### src/rtl/lgsl_pkg.sv
`default_nettype none

package lgsl_pkg;

  localparam int unsigned CHANNEL_W = 4;
  localparam int unsigned LEVEL_W = 12;
  localparam int unsigned PERIOD_W = 24;
  localparam logic [PERIOD_W-1:0] PERIOD_RESET = 24'd4096;

  typedef enum logic [1:0] {
    PH_WAIT_HIGH = 2'd0,
    PH_RUN       = 2'd1,
    PH_SHIFT     = 2'd2,
    PH_LATCH     = 2'd3
  } phase_t;

  typedef enum logic {
    REQ_TICK  = 1'b0,
    REQ_WRITE = 1'b1
  } req_t;

  typedef struct packed {
    logic                 req_type;
    logic [CHANNEL_W-1:0] channel;
    logic [LEVEL_W-1:0]   level;
  } in_item_t;

  typedef struct packed {
    logic serial_data;
    logic shift_clock;
    logic latch;
    logic blank;
  } out_item_t;

endpackage

`default_nettype wire

### src/rtl/lgsl_stream_if.sv
`default_nettype none

interface lgsl_stream_if #(
  parameter type payload_t = logic
) ();
  logic     valid;
  logic     ready;
  payload_t data;

  modport source (output valid, output data, input ready);
  modport sink (input valid, input data, output ready);
endinterface

`default_nettype wire

### src/rtl/led_grayscale_serial_loader.sv
// Serial loader for a multi-channel grayscale LED driver.
// in_if carries one transaction per request: a tick (req_type 0) or a write of
// one channel level (req_type 1). Every input transaction gives exactly one
// out_if transaction with the pin levels serial_data, shift_clock, latch, blank.
// A write stores the level and marks an update pending. Ticks advance the
// blank-period counter; on expiry blank rises and, with an update pending,
// CHANNELS*LEVEL_BITS bits go out one per tick, highest channel and MSB first,
// followed by one latch tick, after which blank drops.
// cfg_wr_en/cfg_wr_data set the blank period in ticks (0 acts as 1); write it
// only while no transaction is in flight.
// A result is registered; it waits in the skid register while out_r is full.
// Throughput: one transaction per cycle while in_ready is high.
// A two-entry output stage (result register plus skid register) keeps in_ready
// high while one result waits; with the receiver stalled, one more transaction
// is taken and in_ready then drops until out_ready returns.
// Reset clears the levels, the pending mark and the counter, sets the period
// to 4096 and starts in the counting phase with blank high.
`default_nettype none

module led_grayscale_serial_loader #(
  parameter int unsigned CHANNELS   = 16,
  parameter int unsigned LEVEL_BITS = 12
) (
  input  wire logic                            clk,
  input  wire logic                            rst_n,
  lgsl_stream_if.sink                          in_if,
  lgsl_stream_if.source                        out_if,
  input  wire logic                            cfg_wr_en,
  input  wire logic [lgsl_pkg::PERIOD_W-1:0]   cfg_wr_data
);

  localparam int unsigned CH_IW = (CHANNELS > 1) ? $clog2(CHANNELS) : 1;
  localparam int unsigned CH_XW = (CH_IW > lgsl_pkg::CHANNEL_W) ? CH_IW : lgsl_pkg::CHANNEL_W;
  localparam int unsigned BT_IW = (LEVEL_BITS > 1) ? $clog2(LEVEL_BITS) : 1;
  localparam int unsigned LV_XW = (LEVEL_BITS > lgsl_pkg::LEVEL_W) ? LEVEL_BITS
                                                                    : lgsl_pkg::LEVEL_W;
  localparam logic [CH_IW-1:0] CH_LAST = CH_IW'(CHANNELS - 1);
  localparam logic [BT_IW-1:0] BT_LAST = BT_IW'(LEVEL_BITS - 1);

  logic [lgsl_pkg::PERIOD_W-1:0] period_r;
  logic [LEVEL_BITS-1:0]         levels_r [CHANNELS];
  logic                          pending_r, pending_nxt;
  logic [lgsl_pkg::PERIOD_W-1:0] cnt_r, cnt_nxt;
  logic [CH_IW-1:0]              ch_idx_r, ch_idx_nxt;
  logic [BT_IW-1:0]              bit_idx_r, bit_idx_nxt;
  lgsl_pkg::phase_t              phase_r, phase_nxt;

  lgsl_pkg::out_item_t out_r, skid_r, res;
  logic                out_valid_r, skid_valid_r;

  logic                          accept, out_fire, is_write, ch_ok, expired;
  logic [CH_XW-1:0]              ch_ext;
  logic [CH_IW-1:0]              wr_idx;
  logic [LV_XW-1:0]              lvl_ext;
  logic [lgsl_pkg::PERIOD_W-1:0] period_eff, cnt_inc;

  assign accept   = in_if.valid && in_if.ready;
  assign out_fire = out_valid_r && out_if.ready;
  assign is_write = (in_if.data.req_type == lgsl_pkg::REQ_WRITE);
  assign ch_ext   = CH_XW'(in_if.data.channel);
  assign wr_idx   = ch_ext[CH_IW-1:0];
  assign ch_ok    = (32'(in_if.data.channel) < 32'(CHANNELS));
  assign lvl_ext  = LV_XW'(in_if.data.level);

  assign period_eff = (period_r == '0) ? lgsl_pkg::PERIOD_W'(1) : period_r;
  assign cnt_inc    = cnt_r + lgsl_pkg::PERIOD_W'(1);
  assign expired    = (cnt_inc >= period_eff);

  assign in_if.ready  = !skid_valid_r;
  assign out_if.valid = out_valid_r;
  assign out_if.data  = out_r;

  // next state
  always_comb begin
    phase_nxt   = phase_r;
    pending_nxt = pending_r;
    cnt_nxt     = cnt_r;
    ch_idx_nxt  = ch_idx_r;
    bit_idx_nxt = bit_idx_r;
    if (is_write) begin
      if (ch_ok) begin
        pending_nxt = 1'b1;
      end
    end else begin
      case (phase_r)
        lgsl_pkg::PH_SHIFT: begin
          if (bit_idx_r == '0) begin
            bit_idx_nxt = BT_LAST;
            if (ch_idx_r == '0) begin
              ch_idx_nxt = CH_LAST;
              phase_nxt  = lgsl_pkg::PH_LATCH;
            end else begin
              ch_idx_nxt = ch_idx_r - CH_IW'(1);
            end
          end else begin
            bit_idx_nxt = bit_idx_r - BT_IW'(1);
          end
        end
        lgsl_pkg::PH_LATCH: begin
          pending_nxt = 1'b0;
          cnt_nxt     = '0;
          phase_nxt   = lgsl_pkg::PH_RUN;
        end
        lgsl_pkg::PH_WAIT_HIGH, lgsl_pkg::PH_RUN: begin
          if (expired) begin
            cnt_nxt = '0;
            if (pending_r) begin
              ch_idx_nxt  = CH_LAST;
              bit_idx_nxt = BT_LAST;
              phase_nxt   = lgsl_pkg::PH_SHIFT;
            end else begin
              phase_nxt = lgsl_pkg::PH_RUN;
            end
          end else begin
            cnt_nxt = cnt_inc;
          end
        end
        default: begin
          phase_nxt = lgsl_pkg::PH_WAIT_HIGH;
        end
      endcase
    end
  end

  // pin levels for this transaction
  always_comb begin
    res             = '0;
    res.blank       = (phase_r != lgsl_pkg::PH_RUN);
    if (!is_write) begin
      case (phase_r)
        lgsl_pkg::PH_SHIFT: begin
          res.serial_data = levels_r[ch_idx_r][bit_idx_r];
          res.shift_clock = 1'b1;
          res.blank       = 1'b1;
        end
        lgsl_pkg::PH_LATCH: begin
          res.latch = 1'b1;
          res.blank = 1'b1;
        end
        lgsl_pkg::PH_WAIT_HIGH, lgsl_pkg::PH_RUN: begin
          if (expired) begin
            res.blank = 1'b1;
          end
        end
        default: begin
          res.blank = 1'b1;
        end
      endcase
    end
  end

  always_ff @(posedge clk) begin
    if (!rst_n) begin
      period_r <= lgsl_pkg::PERIOD_RESET;
    end else if (cfg_wr_en) begin
      period_r <= cfg_wr_data;
    end
  end

  always_ff @(posedge clk) begin
    if (!rst_n) begin
      for (int i = 0; i < CHANNELS; i++) begin
        levels_r[i] <= '0;
      end
    end else if (accept && is_write && ch_ok) begin
      levels_r[wr_idx] <= lvl_ext[LEVEL_BITS-1:0];
    end
  end

  always_ff @(posedge clk) begin
    if (!rst_n) begin
      phase_r   <= lgsl_pkg::PH_WAIT_HIGH;
      pending_r <= 1'b0;
      cnt_r     <= '0;
      ch_idx_r  <= CH_LAST;
      bit_idx_r <= BT_LAST;
    end else if (accept) begin
      phase_r   <= phase_nxt;
      pending_r <= pending_nxt;
      cnt_r     <= cnt_nxt;
      ch_idx_r  <= ch_idx_nxt;
      bit_idx_r <= bit_idx_nxt;
    end
  end

  // result register with skid entry
  always_ff @(posedge clk) begin
    if (!rst_n) begin
      out_valid_r  <= 1'b0;
      skid_valid_r <= 1'b0;
    end else if (accept) begin
      if (!out_valid_r || out_fire) begin
        out_valid_r <= 1'b1;
      end else begin
        skid_valid_r <= 1'b1;
      end
    end else if (out_fire) begin
      if (skid_valid_r) begin
        skid_valid_r <= 1'b0;
      end else begin
        out_valid_r <= 1'b0;
      end
    end
  end

  always_ff @(posedge clk) begin
    if (accept) begin
      if (!out_valid_r || out_fire) begin
        out_r <= res;
      end else begin
        skid_r <= res;
      end
    end else if (out_fire && skid_valid_r) begin
      out_r <= skid_r;
    end
  end

endmodule

`default_nettype wire

### src/flat_wrapper.sv
// flat-port wrapper written by rule: the top's interface ports become plain ports
module led_grayscale_serial_loader_flat 
#(
  parameter int unsigned CHANNELS   = 16,
  parameter int unsigned LEVEL_BITS = 12
)
  (clk, rst_n, cfg_wr_en, cfg_wr_data, in_if_valid, in_if_data, in_if_ready, out_if_valid, out_if_data, out_if_ready);
  lgsl_stream_if #(.payload_t(lgsl_pkg::in_item_t)) in_if_i ();
  lgsl_stream_if #(.payload_t(lgsl_pkg::out_item_t)) out_if_i ();
  input  wire logic clk;
  input  wire logic rst_n;
  input  wire logic cfg_wr_en;
  input  wire logic [lgsl_pkg::PERIOD_W-1:0] cfg_wr_data;
  input wire logic [$bits(in_if_i.valid)-1:0] in_if_valid;
  input wire logic [$bits(in_if_i.data)-1:0] in_if_data;
  output wire logic [$bits(in_if_i.ready)-1:0] in_if_ready;
  output wire logic [$bits(out_if_i.valid)-1:0] out_if_valid;
  output wire logic [$bits(out_if_i.data)-1:0] out_if_data;
  input wire logic [$bits(out_if_i.ready)-1:0] out_if_ready;
  assign in_if_i.valid = in_if_valid;
  assign in_if_i.data = in_if_data;
  assign in_if_ready = in_if_i.ready;
  assign out_if_valid = out_if_i.valid;
  assign out_if_data = out_if_i.data;
  assign out_if_i.ready = out_if_ready;
  led_grayscale_serial_loader #(.CHANNELS(CHANNELS), .LEVEL_BITS(LEVEL_BITS)) u_core (.clk(clk), .rst_n(rst_n), .in_if(in_if_i), .out_if(out_if_i), .cfg_wr_en(cfg_wr_en), .cfg_wr_data(cfg_wr_data));
endmodule
### config.mk
export PLATFORM = sky130hd
export DESIGN_NAME = led_grayscale_serial_loader_flat
export DESIGN_NICKNAME = d
export VERILOG_FILES = /design/src/rtl/lgsl_pkg.sv /design/src/rtl/lgsl_stream_if.sv /design/src/rtl/led_grayscale_serial_loader.sv /design/src/flat_wrapper.sv
export SDC_FILE = /design/constraint.sdc
export NUM_CORES = 1
export LEC_CHECK = 0
export ABC_AREA = 1
export BUFFER_PORTS_ARGS = -buffer_cell sky130_fd_sc_hd__buf_4
export CORE_AREA = 3 3 158 160
export CTS_CLUSTER_DIAMETER = 120
export DETAILED_ROUTE_END_ITERATION = 16
export DIE_AREA = 0 0 161 163
export PLACE_DENSITY = 0.76
export RECOVER_POWER = 50
export REMOVE_ABC_BUFFERS = 1
export SYNTH_ARGS = -nofsm -noshare
export SYNTH_HDL_FRONTEND = slang
export SYNTH_SLANG_ARGS = --single-unit
### constraint.sdc
create_clock -name clk -period 6.55 [get_ports clk]
set_input_delay 1.965 -clock clk [delete_from_list [all_inputs] [get_ports clk]]
set_output_delay 1.965 -clock clk [all_outputs]
set_load 0.01 [all_outputs]
; ---- Yosys cells after proc, flatten, opt, wreduce, memory -nomap -nowiden
; Memory sizes are Yosys's and may differ from the RTL's. A register that Yosys moved wholly into a read port is not among the register bits.
; Index checks and enable logic that the tools add are counted.
[totals]
mem_bits_rw = 192
register_bits = 69
out_inout_bits = 6
in_bits = 46
mem_count = 1
[classes]
eq_ne = 11
add_sub_neg = 3
mux = 45
n_reduce_logical = 28
magnitude_cmp = 2
bitwise_logic = 2
[memory_table]
columns = memory, depth, word_bits, read_ports, rd_ports_with_merged_regs, wr, line_no
row1 = u_core.levels_r, 16, 12, 1, 1, 16, led_grayscale_serial_loader.sv:41  ; logic [LEVEL_BITS-1:0] levels_r [CHANNELS];
[ops]
columns = op, n
row1 = 2-to-1 mux 4 bit, 14
row2 = 2-to-1 mux 24 bit, 2
row3 = one-hot mux 24 bit (2 select lines), 1
row4 = "adder 24 x 1 -> 24 bit, second input constant", 1
row5 = >= comparator 24 bit, 1
row6 = zero test 24 bit, 1
row7 = 2-to-1 mux 1 bit, 17
row8 = one-hot mux 4 bit (2 select lines), 2
row9 = 2-to-1 mux 12 bit, 1
row10 = OR reduction 12 bit, 1
row11 = 2-to-1 mux 2 bit, 5
row12 = "inequality test 2 x 1 -> 1 bit, second input constant", 5
row13 = AND reduction 5 bit, 2
row14 = nonzero test 2 bit, 5
row15 = zero test 4 bit, 2
row16 = AND reduction 2 bit, 4
row17 = "subtractor 4 x 1 -> 4 bit, second input constant", 2
row18 = "inequality test 2 bit, second input constant", 3
row19 = one-hot mux 2 bit (3 select lines), 1
row20 = AND reduction 3 bit, 2
row21 = AND reduction 6 bit, 1
row22 = "less-than comparator 4 x 5 -> 1 bit, second input constant", 1
row23 = binary-select mux 1 bit (select 4 bit), 1
row24 = "== test 2 bit, second input constant", 2
row25 = other kinds (8), 14

; ---- Depth between registers and ports, before layout
[logic_depth]
word_depth = 8
ltp_mapped = 19
mapped_depth_nobuf = 19

; ---- Least setup slack after synthesis
; OpenSTA, ideal clock, no wires.
[synth_path]
kind = input to register
from = input port rst_n
to = memory u_core.levels_r[10][0], enable pin
required_time_ns = 6.200
arrival_time_ns = 3.235
stages = 6
slack_ns = 2.965
n_path_buf = 2
cell_sequence = clkbuf_1 -> nand3_1 -> nor3_2 -> nand2_1 -> clkbuf_1 -> nand2_1
[synth_rtl]
columns = element, line_no
row1 = "start, declared", flat_wrapper.sv:11  ; input wire logic rst_n;
row2 = "end, declared", led_grayscale_serial_loader.sv:41

==> impl_metrics.prom <==
# TYPE chip_impl_metric gauge
chip_impl_metric{name="top_level_ports",unit=""} 52
chip_impl_info{name="worst_r2r_endpoint",value="u_core.out_if.data[3]"} 1
chip_impl_metric{name="ctsHoldBuffers",unit=""} 0
chip_impl_metric{name="switching_power",unit="mW"} 0.799
chip_impl_metric{name="synth-edff-count",unit=""} 200
chip_impl_metric{name="proportion_of_synthesized_flip_flops_having_asynchronous_set_or_reset",unit="%"} 0
chip_impl_metric{name="synth.ff_latch_count",unit=""} 265
chip_impl_metric{name="grt_antenna_before_repair",unit=""} 0
chip_impl_metric{name="final_critical_path_setup_slack",unit="ns"} 1.87
chip_impl_metric{name="clock_latency",unit="ns"} 0.54
chip_impl_metric{name="design.die.area",unit="µm²"} 26200
chip_impl_metric{name="layoutNonFillerInstCount",unit=""} 1836
chip_impl_metric{name="dp_slack",unit="ns"} 2.11
chip_impl_metric{name="cts_num_sinks",unit=""} 265
chip_impl_metric{name="layout_worst_path_cycle_share",unit="%"} 71.5
chip_impl_metric{name="switching_share_of_power",unit="%"} 21.9
chip_impl_metric{name="globalplace.congestion",unit=""} 0.893
chip_impl_info{name="worst_hold_path.endpoint",value="u_core.period_r[0]"} 1
chip_impl_metric{name="first_pass_grt_wire_length",unit="mm"} 51.0
chip_impl_metric{name="grt_overflow",unit=""} 0
chip_impl_metric{name="grt_usage",unit="%"} 24.6
chip_impl_metric{name="leakage_power",unit="nW"} 6.06
chip_impl_info{name="worstHoldStart",value="u_core.period_r[0]"} 1
chip_impl_metric{name="row_count",unit=""} 56
chip_impl_metric{name="number_of_global_route_vias_before_repair",unit=""} 9830
chip_impl_metric{name="layout-drive-gt1-share",unit="%"} 7.65
chip_impl_info{name="outcome",value="finished, violations left"} 1
chip_impl_metric{name="share_of_total_power_in_the_clock_network",unit="%"} 42.8
chip_impl_metric{name="route.detailed.vias_per_inst",unit=""} 5.56
chip_impl_metric{name="post_cts_buffers",unit=""} 0
chip_impl_metric{name="ys_seq_area_share",unit="%"} 56.4
chip_impl_metric{name="syn-instance-count",unit=""} 1498
chip_impl_metric{name="drt_first_iter_violations",unit=""} 1337
chip_impl_metric{name="coreArea",unit="µm²"} 23500
chip_impl_metric{name="fillerInstances",unit=""} 1999
chip_impl_metric{name="worstPathArrival",unit="ns"} 4.95
chip_impl_metric{name="floorplan.die.width",unit="µm"} 161
chip_impl_metric{name="finalSetupViolCount",unit=""} 0
chip_impl_info{name="worst_setup_path_end_kind",value="flop"} 1
chip_impl_metric{name="final_hold_viol_count",unit=""} 0
chip_impl_metric{name="multi_input_area",unit="µm²"} 4730
chip_impl_metric{name="slew-limit-headroom",unit="%"} -107
chip_impl_metric{name="reg2reg_setup_slack",unit="ns"} 1.87
chip_impl_metric{name="detail_routed_net_length_per_standard_cell",unit="µm"} 17.7
chip_impl_info{name="worst_setup_path_start_kind",value="flop"} 1
chip_impl_metric{name="critical_path_required",unit="ns"} 6.82
chip_impl_metric{name="detailed_route_via_count",unit=""} 10200
chip_impl_metric{name="max_cap_viol_count",unit=""} 1
chip_impl_metric{name="dp_hpwl",unit="mm"} 20.7
chip_impl_metric{name="ctsLongestPathBuffers",unit=""} 3
chip_impl_info{name="commonest_cells_in_the_synthesized_netlist",value="nand2_1 (411), nor2_1 (237), edfxtp_1 (200), nand3_1 (161), inv_1 (118)"} 1
chip_impl_info{name="yosysMostFrequentCell",value="nand2_1"} 1
chip_impl_metric{name="comb_power_share",unit="%"} 5.5
chip_impl_info{name="cell_type_with_the_highest_aggregate_area_in_the_netlist",value="edfxtp_1"} 1
chip_impl_metric{name="synth_top_area_share",unit="%"} 46.3
chip_impl_metric{name="fmax",unit="MHz"} 214
chip_impl_info{name="timing.critical_path.cells",value="clkbuf_1 > nand2_1 > nand3_1 > nand3_1 > nand3_1 > nand2_1 > nand2_1 > nand2_1 > inv_1 > nand2_1 > nand2_1 > nand3_1 > nand3_1 > nand2_1"} 1
chip_impl_metric{name="initial_core_util",unit="%"} 55.1
chip_impl_info{name="rsz0062_at_grt",value="false"} 1
chip_impl_metric{name="area_growth",unit="%"} 9.50
chip_impl_metric{name="register_share_of_total_power",unit="%"} 51.7
chip_impl_metric{name="p_int",unit="mW"} 2.85
chip_impl_info{name="cts_tree",value="done"} 1
chip_impl_info{name="worstHoldPathType",value="reg2reg"} 1
chip_impl_metric{name="drv_slew",unit=""} 73
chip_impl_metric{name="min_delay_path_depth",unit=""} 2
chip_impl_metric{name="powerDensity",unit="nW/µm²"} 257
chip_impl_metric{name="worst-slew-pin-transition",unit="ns"} 3.10
chip_impl_metric{name="drc_errors",unit=""} 0
chip_impl_metric{name="buffer_ports.inserted",unit=""} 51
chip_impl_metric{name="finalCriticalPeriod",unit="ns"} 4.68
chip_impl_metric{name="tritoncts.num_buffers",unit=""} 27
chip_impl_metric{name="sequential_cell_area",unit="µm²"} 7310
chip_impl_metric{name="postRouteWirelength",unit="mm"} 32.5
chip_impl_metric{name="setup_tns_after_final_layout",unit="ns"} 0
chip_impl_info{name="cp_slowest_cell",value="clkbuf_1"} 1
chip_impl_metric{name="net_count_of_the_finished_layout",unit=""} 1571
chip_impl_metric{name="finClkSkew",unit="ns"} 0.0240
chip_impl_metric{name="clkSlewWorstSetupHoldPaths",unit="ns"} 0.06
chip_impl_metric{name="drt.antenna.violating_nets",unit=""} 0
chip_impl_info{name="failing_checks",value="capacitance limit, slew limit"} 1
chip_impl_metric{name="cts_htree_levels",unit=""} 1
chip_impl_info{name="timing_worst_setup_path_type",value="reg2reg"} 1
chip_impl_metric{name="ys_warn_count",unit=""} 0
chip_impl_metric{name="peakVddDrop",unit="µV"} 223
chip_impl_metric{name="distinct_cell_type_count_of_the_synthesized_netlist",unit=""} 41
chip_impl_metric{name="cp_slowest_stage_delay",unit="ns"} 2.25
chip_impl_info{name="critical_path.most_common_cell",value="nand2_1"} 1
chip_impl_metric{name="antenna_cells_inserted",unit=""} 0
chip_impl_metric{name="dieHeight",unit="µm"} 163
chip_impl_metric{name="drtPass1Iterations",unit=""} 6
chip_impl_metric{name="r2r_cells",unit=""} 14
chip_impl_metric{name="placed_instances",unit=""} 1787
chip_impl_info{name="family_of_cells_with_the_greatest_summed_delay_on_the_critical_path",value="buffers and inverters"} 1
chip_impl_info{name="postSynth.topFlopCell",value="edfxtp_1"} 1
chip_impl_info{name="synth_top_cells_by_area",value="edfxtp_1 (46%), nand2_1 (12%), dfxtp_1 (10%)"} 1
chip_impl_metric{name="synth.cell_area",unit="µm²"} 13000
chip_impl_info{name="root_buffer",value="clkbuf_16"} 1
chip_impl_metric{name="grt_max_degree",unit=""} 97
chip_impl_metric{name="final_util",unit="%"} 60.3
chip_impl_metric{name="timing.critical_path.buf_inv",unit=""} 2
chip_impl_metric{name="ctsResizeCount",unit=""} 0
chip_impl_metric{name="path_max_fanout",unit=""} 72
chip_impl_metric{name="mapped_avg_cell_area",unit="µm²"} 8.66
## through the flow
step	hold slack, ns	total power, mW	cell area [µm²]
2_1_floorplan	0.433	2.02	12500
3_3_place_gp	0.455	2.11	13400
3_5_place_dp	0.467	2.12	13400
4_1_cts	0.480	3.65	14300
5_1_grt	0.504	3.74	14200
6_report	0.475	3.65	14200
## worst max path at each step
stage,to,depth (start not counted),slack [ns],start
2_1_floorplan,u_core.out_if.data[3],13,2.83,flop
3_3_place_gp,u_core.levels_r[9][5],7,2.22,in_if_valid
3_5_place_dp,u_core.levels_r[9][8],7,2.11,in_if_valid
4_1_cts,u_core.cnt_r[21],17,2.62,u_core.cnt_r[0]
5_1_grt,u_core.out_if.data[3],14,1.39,flop
6_report,u_core.out_if.data[3],14,1.87,flop
## routing by layer
metal  up-vias  part of all wire [%]  track usage, %
met2       554                    46            39.3
met4         0                   3.2            9.35
met3        81                    11            4.35
met1      4659                    40            34.0
li1       4908                     -               -
met5         -                     0               0
## placed cells by master (no fill, tap or decap), types with 3 or more instances in the layout
master	synthesis	layout
nor2_4	4	4
nor3_1	8	12
edfxtp_1	200	200
nand3_1	161	161
dfxtp_1	65	63
nor4_1	5	5
ha_1	28	28
nand3_2	4	4
inv_2	7	5
inv_1	118	120
a21oi_1	63	64
clkbuf_1	46	10
nand2_1	411	412
xnor2_1	3	3
clkinv_1	2	7
o21ai_1	5	5
o21ai_0	33	33
buf_4	8	44
clkbuf_16	0	27
o21a_1	3	3
bufinv_16	0	4
nor2_1	237	237
nand4_1	16	16
clkinv_2	0	8
xor2_1	17	17
## power by group through the flow
stage / Combinational [mW] / Clock (mW) / Sequential [mW]
global placement: 0.197 / 0 / 1.92
global route: 0.222 / 1.63 / 1.89
CTS: 0.202 / 1.57 / 1.88
detailed placement: 0.200 / 0 / 1.92
finish: 0.201 / 1.56 / 1.88
floorplan: 0.113 / 0 / 1.91
## area by class of cell
class	count	area share, %
clock buffers	30	4.98
clock inverters	19	1.37
inverters	128	3.40
multi-input cells	1021	33.3
flip-flops and latches	265	51.5
well taps	319	2.81
repair buffers	54	2.62
## cell families (layout without fill, tap and decap cells)
logic type | after synthesis | in the layout | share of synthesized area, %
fa+ha+maj | 28 | 28 | 2.70
buf+inv | 212 | 231 | 6.94
simple gates | 860 | 860 | 27.9
xor+xnor | 21 | 21 | 1.48
compound gates | 112 | 112 | 4.61
flops | 265 | 265 | 56.4
## worst min-delay path, delay by kind of cell (launching register included)
| kind | cells | cell delay [ns] |
|---|---|---|
| AOI/OAI and AO/OA | 1 | 0.06 |
| buffers and inverters | 1 | 0.07 |
| DFF | 1 | 0.29 |
## state kept, by name (all words and copies together), names as in the netlist, named ones only
signal and count:
u_core.levels_r 192, u_core.cnt_r 24, u_core.period_r 24, u_core.bit_idx_r 4, u_core.ch_idx_r 4, u_core.out_if.data 4, u_core.skid_r 4, u_core.phase_r 2
u_core.out_if.valid 1, u_core.pending_r 1, u_core.skid_valid_r 1
(Power assumes the default switching activity.)
